==> src/rtl/lruc_pkg.sv <==
// Shared types and constants for the LRU key-value cache.
// Holds the item structs, the sequencer state and control types.
// No dependencies; every other file refers to it by scoped names.
package lruc_pkg;

  // Built depth default and fixed field widths
  localparam int ENTRIES_DEF = 16;
  localparam int KEY_BITS    = 16;
  localparam int VALUE_BITS  = 32;
  localparam int CAP_BITS    = 5;
  localparam logic [CAP_BITS-1:0] CAP_RESET = 5'd16;

  // Command codes
  localparam logic CMD_GET = 1'b0;
  localparam logic CMD_PUT = 1'b1;

  // Input item
  typedef struct packed {
    logic                          command;
    logic [KEY_BITS-1:0]           key;
    logic signed [VALUE_BITS-1:0]  value;
  } lruc_req_t;

  // Result item
  typedef struct packed {
    logic                          found;
    logic signed [VALUE_BITS-1:0]  read_value;
    logic                          evicted;
    logic [KEY_BITS-1:0]           evicted_key;
  } lruc_rsp_t;

  // Sequencer states
  typedef enum logic [1:0] {
    ST_IDLE,
    ST_SCAN,
    ST_DRAIN,
    ST_UPDATE
  } lruc_state_t;

  // Control strobes from the sequencer
  typedef struct packed {
    logic idle;
    logic start;
    logic rd_en;
    logic cmp_en;
    logic apply;
  } lruc_ctrl_t;

endpackage

==> src/rtl/lruc_store.sv <==
// Key and value memories of the LRU cache: one write port, one registered read port.
// Depends on lruc_pkg for the field widths.
module lruc_store #(
  parameter int ENTRIES = lruc_pkg::ENTRIES_DEF
) (
  input  logic                                 clk,
  input  logic                                 rd_en,
  input  logic [$clog2(ENTRIES)-1:0]           rd_addr,
  output logic [lruc_pkg::KEY_BITS-1:0]        rd_key,
  output logic signed [lruc_pkg::VALUE_BITS-1:0] rd_value,
  input  logic [$clog2(ENTRIES)-1:0]           wr_addr,
  input  logic                                 key_we,
  input  logic                                 value_we,
  input  logic [lruc_pkg::KEY_BITS-1:0]        wr_key,
  input  logic signed [lruc_pkg::VALUE_BITS-1:0] wr_value
);

  logic [lruc_pkg::KEY_BITS-1:0]          key_mem   [ENTRIES];
  logic signed [lruc_pkg::VALUE_BITS-1:0] value_mem [ENTRIES];

  // Write ports
  always_ff @(posedge clk) begin
    if (key_we) begin
      key_mem[wr_addr] <= wr_key;
    end
    if (value_we) begin
      value_mem[wr_addr] <= wr_value;
    end
  end

  // Registered reads
  always_ff @(posedge clk) begin
    if (rd_en) begin
      rd_key   <= key_mem[rd_addr];
      rd_value <= value_mem[rd_addr];
    end
  end

endmodule

==> src/rtl/lruc_scan.sv <==
// Shared compare unit of the LRU cache: checks one entry per cycle and
// tracks the first key match, the least recent entry and the first free slot.
// Depends on lruc_pkg for widths and the control struct.
module lruc_scan #(
  parameter int ENTRIES = lruc_pkg::ENTRIES_DEF
) (
  input  logic                                   clk,
  input  logic                                   rst,
  input  lruc_pkg::lruc_ctrl_t                   ctrl,
  input  logic [$clog2(ENTRIES)-1:0]             cmp_idx,
  input  logic [lruc_pkg::KEY_BITS-1:0]          req_key,
  input  logic [lruc_pkg::KEY_BITS-1:0]          rd_key,
  input  logic signed [lruc_pkg::VALUE_BITS-1:0] rd_value,
  input  logic                                   slot_valid,
  input  logic [$clog2(ENTRIES)-1:0]             slot_rank,
  output logic                                   hit_found,
  output logic [$clog2(ENTRIES)-1:0]             hit_idx,
  output logic [$clog2(ENTRIES)-1:0]             hit_rank,
  output logic signed [lruc_pkg::VALUE_BITS-1:0] hit_value,
  output logic                                   vic_found,
  output logic [$clog2(ENTRIES)-1:0]             vic_idx,
  output logic [lruc_pkg::KEY_BITS-1:0]          vic_key,
  output logic                                   free_found,
  output logic [$clog2(ENTRIES)-1:0]             free_idx
);

  logic [$clog2(ENTRIES)-1:0] vic_rank;
  logic take_hit, take_vic, take_free;

  // Compare the entry that the memory just returned
  always_comb begin
    take_hit  = ctrl.cmp_en && !hit_found && slot_valid && (rd_key == req_key);
    take_vic  = ctrl.cmp_en && slot_valid && (!vic_found || slot_rank >= vic_rank);
    take_free = ctrl.cmp_en && !free_found && !slot_valid;
  end

  // Clear trackers when an item starts
  always_ff @(posedge clk) begin
    if (rst || ctrl.start) begin
      hit_found  <= 1'b0;
      vic_found  <= 1'b0;
      free_found <= 1'b0;
    end else begin
      if (take_hit)  hit_found  <= 1'b1;
      if (take_vic)  vic_found  <= 1'b1;
      if (take_free) free_found <= 1'b1;
    end
  end

  // Capture the tracked entries
  always_ff @(posedge clk) begin
    if (take_hit) begin
      hit_idx   <= cmp_idx;
      hit_rank  <= slot_rank;
      hit_value <= rd_value;
    end
    if (take_vic) begin
      vic_idx  <= cmp_idx;
      vic_rank <= slot_rank;
      vic_key  <= rd_key;
    end
    if (take_free) begin
      free_idx <= cmp_idx;
    end
  end

endmodule

==> src/rtl/lruc_seq.sv <==
// Sequencer of the LRU cache: walks the entries through the shared compare unit
// and then, after a drain step, applies the update once the output register is free.
// Depends on lruc_pkg for the state and control types.
module lruc_seq #(
  parameter int ENTRIES = lruc_pkg::ENTRIES_DEF
) (
  input  logic                         clk,
  input  logic                         rst,
  input  logic                         req_valid,
  input  logic                         cfg_valid,
  input  logic                         out_free,
  output lruc_pkg::lruc_ctrl_t         ctrl,
  output logic [$clog2(ENTRIES)-1:0]   rd_addr,
  output logic [$clog2(ENTRIES)-1:0]   cmp_idx
);

  localparam int IDX_W = $clog2(ENTRIES);

  lruc_pkg::lruc_state_t state, state_next;
  logic [IDX_W-1:0] count;
  logic             cmp_en;
  logic             last;

  assign last = (count == IDX_W'(ENTRIES - 1));

  // Next state
  always_comb begin
    state_next = state;
    unique case (state)
      lruc_pkg::ST_IDLE: begin
        if (req_valid && !cfg_valid) state_next = lruc_pkg::ST_SCAN;
      end
      lruc_pkg::ST_SCAN: begin
        if (last) state_next = lruc_pkg::ST_DRAIN;
      end
      lruc_pkg::ST_DRAIN: begin
        state_next = lruc_pkg::ST_UPDATE;
      end
      lruc_pkg::ST_UPDATE: begin
        if (out_free) state_next = lruc_pkg::ST_IDLE;
      end
      default: state_next = lruc_pkg::ST_IDLE;
    endcase
  end

  // Control outputs
  always_comb begin
    ctrl.idle   = (state == lruc_pkg::ST_IDLE);
    ctrl.start  = (state == lruc_pkg::ST_IDLE) && req_valid && !cfg_valid;
    ctrl.rd_en  = (state == lruc_pkg::ST_SCAN);
    ctrl.cmp_en = cmp_en;
    ctrl.apply  = (state == lruc_pkg::ST_UPDATE) && out_free;
    rd_addr     = count;
  end

  // Advance state and the entry counter
  always_ff @(posedge clk) begin
    if (rst) begin
      state  <= lruc_pkg::ST_IDLE;
      count  <= '0;
      cmp_en <= 1'b0;
    end else begin
      state  <= state_next;
      cmp_en <= ctrl.rd_en;
      if (ctrl.start) begin
        count <= '0;
      end else if (ctrl.rd_en && !last) begin
        count <= count + IDX_W'(1);
      end
    end
  end

  // Delay the read address to line up with the returned data
  always_ff @(posedge clk) begin
    cmp_idx <= count;
  end

endmodule

==> src/rtl/lru_key_value_cache_unit.sv <==
// Top level of the LRU key-value cache: capacity register, valid bits, age ranks,
// occupancy and output register around the sequencer, compare unit and store.
// Depends on lruc_pkg, lruc_store, lruc_scan and lruc_seq.
//
//  channel | signals                      | moves
//  --------+------------------------------+-----------------------------------
//  req     | req_valid, req_stall, req    | command, key, value
//  rsp     | rsp_valid, rsp_stall, rsp    | found, read_value, evicted, evicted_key
//  cfg     | cfg_valid, cfg_ready, cfg_data | capacity
//
// An item is accepted from idle, then scanned one entry per cycle through the single
// compare unit behind the store read port; a drain step empties the read register
// and an update step applies the result. A new item is taken only back in idle,
// so the unit does not take one before it is through with the last.
// Reset (rst, synchronous) empties the store and sets capacity to 16.
// A capacity write empties the store; it is taken only while idle.
// The result register holds while rsp_stall is high; a finished item waits
// in its update step until that register is free.
module lru_key_value_cache_unit #(
  parameter int ENTRIES = lruc_pkg::ENTRIES_DEF
) (
  input  logic                                clk,
  input  logic                                rst,
  input  logic                                req_valid,
  output logic                                req_stall,
  input  lruc_pkg::lruc_req_t                 req,
  output logic                                rsp_valid,
  input  logic                                rsp_stall,
  output lruc_pkg::lruc_rsp_t                 rsp,
  input  logic                                cfg_valid,
  output logic                                cfg_ready,
  input  logic [lruc_pkg::CAP_BITS-1:0]       cfg_data
);

  localparam int IDX_W = $clog2(ENTRIES);
  localparam int OCC_W = $clog2(ENTRIES + 1);

  lruc_pkg::lruc_ctrl_t ctrl;
  lruc_pkg::lruc_req_t  cur;
  lruc_pkg::lruc_rsp_t  rsp_next;

  logic [lruc_pkg::CAP_BITS-1:0] capacity;
  logic [ENTRIES-1:0]            valid, valid_next;
  logic [IDX_W-1:0]              rank      [ENTRIES];
  logic [IDX_W-1:0]              rank_next [ENTRIES];
  logic [OCC_W-1:0]              occupancy, occupancy_next;

  logic [IDX_W-1:0] rd_addr, cmp_idx, wr_addr, slot;
  logic [lruc_pkg::KEY_BITS-1:0]          rd_key;
  logic signed [lruc_pkg::VALUE_BITS-1:0] rd_value;

  logic                                   hit_found, vic_found, free_found;
  logic [IDX_W-1:0]                       hit_idx, hit_rank, vic_idx, free_idx;
  logic signed [lruc_pkg::VALUE_BITS-1:0] hit_value;
  logic [lruc_pkg::KEY_BITS-1:0]          vic_key;

  logic        cfg_wr, out_free, is_put, full, evict, insert, key_we, value_we;
  logic [31:0] eff_cap;

  // Handshakes
  assign cfg_ready = ctrl.idle;
  assign cfg_wr    = cfg_valid && cfg_ready;
  assign req_stall = !ctrl.idle || cfg_valid;
  assign out_free  = !rsp_valid || !rsp_stall;

  // Clamp capacity to 1..ENTRIES
  always_comb begin
    if (capacity == '0) begin
      eff_cap = 32'd1;
    end else if (32'(capacity) > 32'(ENTRIES)) begin
      eff_cap = 32'(ENTRIES);
    end else begin
      eff_cap = 32'(capacity);
    end
    full = (32'(occupancy) >= eff_cap);
  end

  lruc_seq #(.ENTRIES(ENTRIES)) u_seq (
    .clk      (clk),
    .rst      (rst),
    .req_valid(req_valid),
    .cfg_valid(cfg_valid),
    .out_free (out_free),
    .ctrl     (ctrl),
    .rd_addr  (rd_addr),
    .cmp_idx  (cmp_idx)
  );

  lruc_store #(.ENTRIES(ENTRIES)) u_store (
    .clk     (clk),
    .rd_en   (ctrl.rd_en),
    .rd_addr (rd_addr),
    .rd_key  (rd_key),
    .rd_value(rd_value),
    .wr_addr (wr_addr),
    .key_we  (key_we),
    .value_we(value_we),
    .wr_key  (cur.key),
    .wr_value(cur.value)
  );

  lruc_scan #(.ENTRIES(ENTRIES)) u_scan (
    .clk       (clk),
    .rst       (rst),
    .ctrl      (ctrl),
    .cmp_idx   (cmp_idx),
    .req_key   (cur.key),
    .rd_key    (rd_key),
    .rd_value  (rd_value),
    .slot_valid(valid[cmp_idx]),
    .slot_rank (rank[cmp_idx]),
    .hit_found (hit_found),
    .hit_idx   (hit_idx),
    .hit_rank  (hit_rank),
    .hit_value (hit_value),
    .vic_found (vic_found),
    .vic_idx   (vic_idx),
    .vic_key   (vic_key),
    .free_found(free_found),
    .free_idx  (free_idx)
  );

  // Hold the accepted item
  always_ff @(posedge clk) begin
    if (ctrl.start) begin
      cur <= req;
    end
  end

  // Decide the update from the scan results
  always_comb begin
    is_put   = (cur.command == lruc_pkg::CMD_PUT);
    evict    = !hit_found && is_put && full && vic_found;
    insert   = !hit_found && is_put && (evict || free_found);
    slot     = evict ? vic_idx : free_idx;
    wr_addr  = hit_found ? hit_idx : slot;
    key_we   = ctrl.apply && insert;
    value_we = ctrl.apply && (insert || (hit_found && is_put));
  end

  // Age ranks and valid bits after the update
  always_comb begin
    valid_next = valid;
    for (int i = 0; i < ENTRIES; i++) begin
      rank_next[i] = rank[i];
      if (hit_found) begin
        if (IDX_W'(i) == hit_idx) begin
          rank_next[i] = '0;
        end else if (valid[i] && rank[i] < hit_rank) begin
          rank_next[i] = rank[i] + IDX_W'(1);
        end
      end else if (insert) begin
        if (IDX_W'(i) == slot) begin
          rank_next[i]  = '0;
          valid_next[i] = 1'b1;
        end else if (valid[i]) begin
          rank_next[i] = rank[i] + IDX_W'(1);
        end
      end
    end
    occupancy_next = (insert && !evict) ? occupancy + OCC_W'(1) : occupancy;
  end

  // Result of the item
  always_comb begin
    rsp_next.found       = hit_found;
    rsp_next.read_value  = (hit_found && !is_put) ? hit_value : '0;
    rsp_next.evicted     = evict;
    rsp_next.evicted_key = evict ? vic_key : '0;
  end

  // Capacity, valid bits and occupancy
  always_ff @(posedge clk) begin
    if (rst) begin
      capacity  <= lruc_pkg::CAP_RESET;
      valid     <= '0;
      occupancy <= '0;
    end else if (cfg_wr) begin
      capacity  <= cfg_data;
      valid     <= '0;
      occupancy <= '0;
    end else if (ctrl.apply) begin
      valid     <= valid_next;
      occupancy <= occupancy_next;
    end
  end

  // Age ranks
  always_ff @(posedge clk) begin
    if (ctrl.apply) begin
      for (int i = 0; i < ENTRIES; i++) begin
        rank[i] <= rank_next[i];
      end
    end
  end

  // Output register
  always_ff @(posedge clk) begin
    if (rst) begin
      rsp_valid <= 1'b0;
    end else if (ctrl.apply) begin
      rsp_valid <= 1'b1;
    end else if (!rsp_stall) begin
      rsp_valid <= 1'b0;
    end
  end

  always_ff @(posedge clk) begin
    if (ctrl.apply) begin
      rsp <= rsp_next;
    end
  end

  // Occupancy matches the number of valid entries
  a_occ_count: assert property (@(posedge clk) disable iff (rst)
    $countones(valid) == 32'(occupancy))
    else $error("occupancy does not match valid entries");

  // Occupancy never exceeds the clamped capacity
  a_occ_cap: assert property (@(posedge clk) disable iff (rst)
    32'(occupancy) <= eff_cap)
    else $error("occupancy above capacity");

  // A put on a new key always finds a slot
  a_put_slot: assert property (@(posedge clk) disable iff (rst)
    (ctrl.apply && is_put && !hit_found) |-> insert)
    else $error("put found no slot");

  // An eviction never reports a hit
  a_evict_miss: assert property (@(posedge clk) disable iff (rst)
    (rsp_valid && rsp.evicted) |-> !rsp.found)
    else $error("eviction on a hit");

endmodule
==> config.mk <==
export PLATFORM = sky130hd
export DESIGN_NAME = lru_key_value_cache_unit
export DESIGN_NICKNAME = d
export VERILOG_FILES = /design/src/rtl/lruc_pkg.sv /design/src/rtl/lruc_store.sv /design/src/rtl/lruc_scan.sv /design/src/rtl/lruc_seq.sv /design/src/rtl/lru_key_value_cache_unit.sv
export SDC_FILE = /design/constraint.sdc
export NUM_CORES = 1
export LEC_CHECK = 0
export BUFFER_PORTS_ARGS = -buffer_cell sky130_fd_sc_hd__buf_2
export CORE_MARGIN = 1
export CORE_UTILIZATION = 62
export DETAILED_ROUTE_END_ITERATION = 8
export MAX_ROUTING_LAYER = met4
export PLACE_DENSITY = 0.79
export SLEW_MARGIN = 20
export SYNTH_ARGS = -nofsm -noshare
export SYNTH_HDL_FRONTEND = slang
export SYNTH_HIERARCHICAL = 1
export SYNTH_SLANG_ARGS = --single-unit
export TNS_END_PERCENT = 30
==> constraint.sdc <==
create_clock -name clk -period 13.2 [get_ports clk]
set_input_delay 3.3 -clock clk [delete_from_list [all_inputs] [get_ports clk]]
set_output_delay 3.3 -clock clk [all_outputs]
set_load 0.05 [all_outputs]
==> Word-level counts from Yosys, hierarchy flattened <==
Memory sizes are Yosys's and may differ from the RTL's. A register that Yosys moved wholly into a read port is not among the register bits.
Cells that the tools add are included.
{ "word_totals": {"regBits": 208, "mem_bits_rw": 832, "input_bits": 59, "out_inout_bits": 53, "n_memories": 3} }
{ "mem_list": {"columns": ["memory", "words", "width", "read_ports", "rd_ports_with_merged_regs", "wr", "line_no", "rtl"], "rows": [
  ["u_store.value_mem", 16, 32, 1, 1, 1, "lruc_store.sv:19", "logic signed [lruc_pkg::VALUE_BITS-1:0] value_mem [ENTRIES];"],
  ["u_store.key_mem", 16, 16, 1, 1, 1, "lruc_store.sv:18", "logic [lruc_pkg::KEY_BITS-1:0] key_mem [ENTRIES];"],
  ["rank", 16, 4, 17, 1, 16, "lru_key_value_cache_unit.sv:44", "logic [IDX_W-1:0] rank [ENTRIES];"]
]} }
{ "op_classes": {"add_sub_neg": 18, "order_cmp": 20, "n_eq_ne": 39, "muxes": 114, "bitwise": 1, "n_reduce_logical": 79} }
{ "ops": {"columns": ["op", "n"], "rows": [
  ["4-bit 2-to-1 mux", 98],
  ["4-bit by 1-bit adder with 4-bit output, second input constant", 17],
  ["4-bit == test, first input constant", 16],
  ["4-bit < comparator", 16],
  ["4-bit AND reduction", 16],
  ["1-bit logical AND", 38],
  ["3-bit by 4-bit == test with 1-bit output, first input constant", 8],
  ["5-bit by 32-bit greater-or-equal comparator with 1-bit output", 1],
  ["32-bit 2-to-1 mux", 1],
  ["16-bit == test", 1],
  ["2-bit by 4-bit == test with 1-bit output, first input constant", 4],
  ["1-bit zero test", 11],
  ["1-bit 2-to-1 mux", 9],
  ["1-bit by 4-bit == test with 1-bit output, first input constant", 2],
  ["4-bit zero test", 2],
  ["2-bit case mux with 4 select lines", 1],
  ["1-bit logical OR", 6],
  ["2-bit 2-to-1 mux", 3],
  ["2-bit by 1-bit != test with 1-bit output, second input constant", 3],
  ["5-bit by 1-bit adder with 5-bit output, second input constant", 1],
  ["5-bit greater-than comparator, second input constant", 1],
  ["5-bit zero test", 1],
  ["4-bit by 5-bit < comparator with 1-bit output, second input constant", 1],
  ["5-bit 2-to-1 mux", 1],
  ["other kinds (11)", 13]
]} }

==> Logic depth before layout (Yosys ltp) <==
{ "depth": {"word_depth": 12, "mapped_depth": 14, "depth_no_buf": 13} }

==> Modules after synthesis <==
The synthesis kept the hierarchy.
{ "modules_own_cells": {"columns": ["module", "n_inst", "cells_each", "area_each_um2", "seq_area_each_um2"], "rows": [
  ["lruc_store", 1, 1267, 30271.5, 24503.5],
  ["lru_key_value_cache_unit", 1, 828, 10246.1, 5435.2],
  ["lruc_scan", 1, 120, 2462.4, 2102.0],
  ["lruc_seq", 1, 49, 491.7, 220.2]
]} }

==> Least setup slack after synthesis <==
No wires, ideal clock.
{ "synth_path": {"path_kind": "input port to flip-flop", "startpoint": "in rsp_stall", "endpoint": "mem u_store/value_mem[0][0] in the netlist's numbering, enable pin", "setup_time_ns": 0.421, "t_arrival_ns": 7.255, "required_time_ns": 12.779, "slack_ns": 5.524, "path_stages": 8, "path_buffers": 2, "path_cell_list": "nand2_1 and2_1 clkbuf_1 o21ai_2 buf_2 nor2_1 or3b_2 nor2_1"} }
{ "synth_lines": {"columns": ["item", "line_no", "rtl"], "rows": [
  ["start, declared", "lru_key_value_cache_unit.sv:28", "input logic rsp_stall,"],
  ["end, declared", "lruc_store.sv:19", null]
]} }

==> Worst setup path in the final report <==
{ "layout_path": {"startpoint": "in cfg_valid", "endpoint": "out req_stall"} }
{ "layout_between": {"elab_chain_cells": 1} }
{ "layout_rtl": {"columns": ["item", "line_no", "rtl"], "rows": [
  ["start, declared", "lru_key_value_cache_unit.sv:30", "input logic cfg_valid,"],
  ["1-bit logical OR", "lru_key_value_cache_unit.sv:63", "assign req_stall = !ctrl.idle || cfg_valid;"],
  ["end, declared", "lru_key_value_cache_unit.sv:25", "output logic req_stall,"]
]} }
No other way between the ends.

==> metrics.txt <==
Fill cells=4052; leakage power=0.0156 µW; Setup WS post-layout=6.05 ns; Synth Flop Type=edfxtp_1; Fmax=140 MHz; Vias/cell=6.78; critical path arrival=3.85 ns; most frequent cells in the layout=1047 x edfxtp_1, 217 x mux4_2, 111 x buf_2, 108 x clkbuf_16, 96 x a22oi_1; Slew headroom=13.1%; Async SR Flop Fraction=0%; Yosys warnings=6; Final #Nets=2563; WHS Endpoint=u_scan/hit_value[6]; I/O Buffers=111; Final Hold Fails=0; storage element area=0.0323 mm²; pwr dens=161 mW/mm²; hold_sp=u_store/rd_value[6]; Ports=112; Final Critical Period=7.15 ns; layout cells sized above 1=a little under a quarter; vias in the first global route=23.1k; EDFF count, synth=1047; CP dominant cell by count=buf_2; unrepaired setup endpoints after global routing=false; Clock Latency Late Sink=0.68 ns; Finished Layout Cells=~3.4k; Synth Area in Compound Gates=4.77%; fin area=0.0490 mm²; # placed instances=3234; Peak VDD IR=0.129 mV; worst-path fanout max=10; Tcrit/Tclk final=54.2%; Setup crit end kind=primary output; drt initial violations=between 3k and 4k; simple-gate share of the synthesized area=a little under 5%; Synth Area in XOR/XNOR=~1%; Final setup viols=0; CTS H-tree depth=3; critical path class=primary input to primary output; die area=just over 0.07 mm²; placed instance area=0.0452 mm²; total track usage=between 20% and 30%; multi-input logic area=0.0108 mm²; final wirelength=about 100000 µm; DRC viols=0; WL met1=between 30000 and 40000 µm; Hold WC Path Type=flop to flop; Syn Nets=between 2k and 2.5k; Slew Limit Fails=0; Worst EP required=9.90 ns; post-CTS sizing=0; outcome=completed; total global routing overflow=0; met3 WL=roughly 10000 µm; CTS Root Cell=clkbuf_16; Starting Density=a little over three fifths; pre-CTS WS=between 6 and 7 ns; met2 wire len=52300 µm; CTS tree=yes; initial antenna violation count=2; multiplexer area fraction after synthesis=11.4%; gate count after technology mapping=2264; register area share after synthesis=74.2%; worst path cell trace=buf_2, nand2b_1, buf_2; core area=0.0689 mm²; Netlist Area Pre-Place=0.0435 mm²; Longest Clk Path Bufs=3; FP Rows=96; largest net degree at the start of global routing=74; Setup TNS=0 ns; first-pass GRT wire length=148000 µm; clk sinks=1088; skew final=0.0349 ns; CP peak stage delay=0.26 ns; Synth Area in Adders=2.27%; Chip Width=between 200 and 300 µm; Hold Path Stages=0; gpl congestion=roughly 0.9; Critical-path top delay cell=buf_2; via count=23.3k; most common cell after layout, fill and taps aside=edfxtp_1; antenna-violating nets left=0; post-synthesis register bit count=1088; Distinct cells, synth=65; Post-CTS Setup Bufs=0; R2R Path End=u_store/value_mem[12][18]; Reg clk slew, reported paths=approximately 0.060 ns; Mean Syn Cell Area=between 15 and 20 µm²; critical path startpoint category=primary input; worst r2r src=capacity[4]; CTS hold repair buffers=0; Top delay family on crit path=buffers and inverters; synth-to-layout area growth=12.7%; Max-cap violations=0; Tightest Pin Transition=1.29 ns; Buffers & Inverters on Critical Path=2; flop-to-flop setup slack=7.16 ns; largest family of logic cells by synthesized area=multiplexers; Num CTS Buffers=106; TritonRoute pass-1 iters=6; max layer used=met4; WL per Instance=30.3 µm; Detailed Place HPWL=56700 µm; reg2reg path depth=12; Die Height=267 µm
## worst register-to-register path: cells and delay by family (launching register included)
kind / cells / cell delay, ns
fa+ha+maj: 1 / 0.35
flops: 1 / 0.32
compound gates: 3 / 1.74
mux: 1 / 0.14
simple gates: 4 / 2.19
buf+inv: 3 / 0.99
## metal layers
layer | track usage (%) | vias up
met4 | 9.06 | 0
met2 | 47.0 | 1561
met5 | - | -
met3 | 4.47 | 217
li1 | - | 9565
met1 | 40.4 | 12000
## stage by stage
step	hold slack, ns	util, %	power, µW
2_1_floorplan	0.383	-	4690
3_3_place_gp	0.400	65.5	4880
3_5_place_dp	0.405	65.5	4910
4_1_cts	0.409	70.5	7890
5_1_grt	0.414	71.1	8090
6_report	0.411	71.1	7870
## how the worst max path moves through the flow
stage,from,end,slack [ns],cells after the start
finish,cfg_valid,req_stall,6.05,3
global route,cfg_valid,req_stall,6.01,3
CTS,cfg_valid,req_stall,6.05,3
detailed placement,cfg_valid,req_stall,6.05,3
global placement,cfg_valid,req_stall,6.07,3
floorplan,rsp_stall,u_store/value_mem[0][0],5.52,8
## cell type report
class / count / share of cell area [%]
clock buffers: 134 / 5.71
inverters: 18 / 0.138
repair buffers: 164 / 2.56
well taps: 931 / 2.38
multi-input cells: 1047 / 22.0
diodes: 2 / 0.0102
flip-flops and latches: 1088 / 65.9
clock inverters: 58 / 1.31
## synth_stat cells (17+ instances only)
| cell type | count | share of area [%] |
|---|---|---|
| and2_1 | 51 | 0.73 |
| buf_2 | 19 | 0.22 |
| nand2_1 | 79 | 0.68 |
| a21oi_1 | 29 | 0.33 |
| clkbuf_1 | 55 | 0.47 |
| o221ai_1 | 23 | 0.46 |
| xor2_1 | 33 | 0.66 |
| nand3_1 | 33 | 0.38 |
| a211oi_1 | 18 | 0.31 |
| ha_1 | 79 | 2.3 |
| xnor2_1 | 17 | 0.34 |
| nand2b_1 | 37 | 0.53 |
| mux4_2 | 217 | 11 |
| and3_1 | 21 | 0.30 |
| a22oi_1 | 96 | 1.7 |
| dfxtp_1 | 41 | 1.9 |
| nor2_1 | 109 | 0.94 |
| o21ai_0 | 28 | 0.32 |
| nor3_1 | 43 | 0.50 |
| edfxtp_1 | 1047 | 72 |
| inv_1 | 17 | 0.15 |
| buf_4 | 21 | 0.36 |
| a21o_1 | 17 | 0.29 |
## logic make-up after synthesis
kind of cell,after synthesis
multiplexers,225
adder cells (fa/ha/maj),79
buffers and inverters,129
flip-flops,1088
AND/OR/NAND/NOR,422
XOR/XNOR,50
AO/OA/AOI/OAI,271
## flip-flops by register name, summed over array words and instances, names as in the netlist, 5 cells and up
| name | count |
|---|---|
| u_store/value_mem | 512 |
| u_store/key_mem | 256 |
| rank | 64 |
| rsp | 50 |
| cur | 48 |
| u_scan/hit_value | 32 |
| u_store/rd_value | 32 |
| u_scan/vic_key | 16 |
| u_store/rd_key | 16 |
| valid | 16 |
| capacity | 5 |
| occupancy | 5 |
## power by group
| group | internal, µW | switching, µW |
|---|---|---|
| combinational | 333 | 421 |
| clock | 1720 | 1290 |
| sequential | 3960 | 155 |
| total | 6010 | 1860 |
Power figures use the tool's default switching activity.
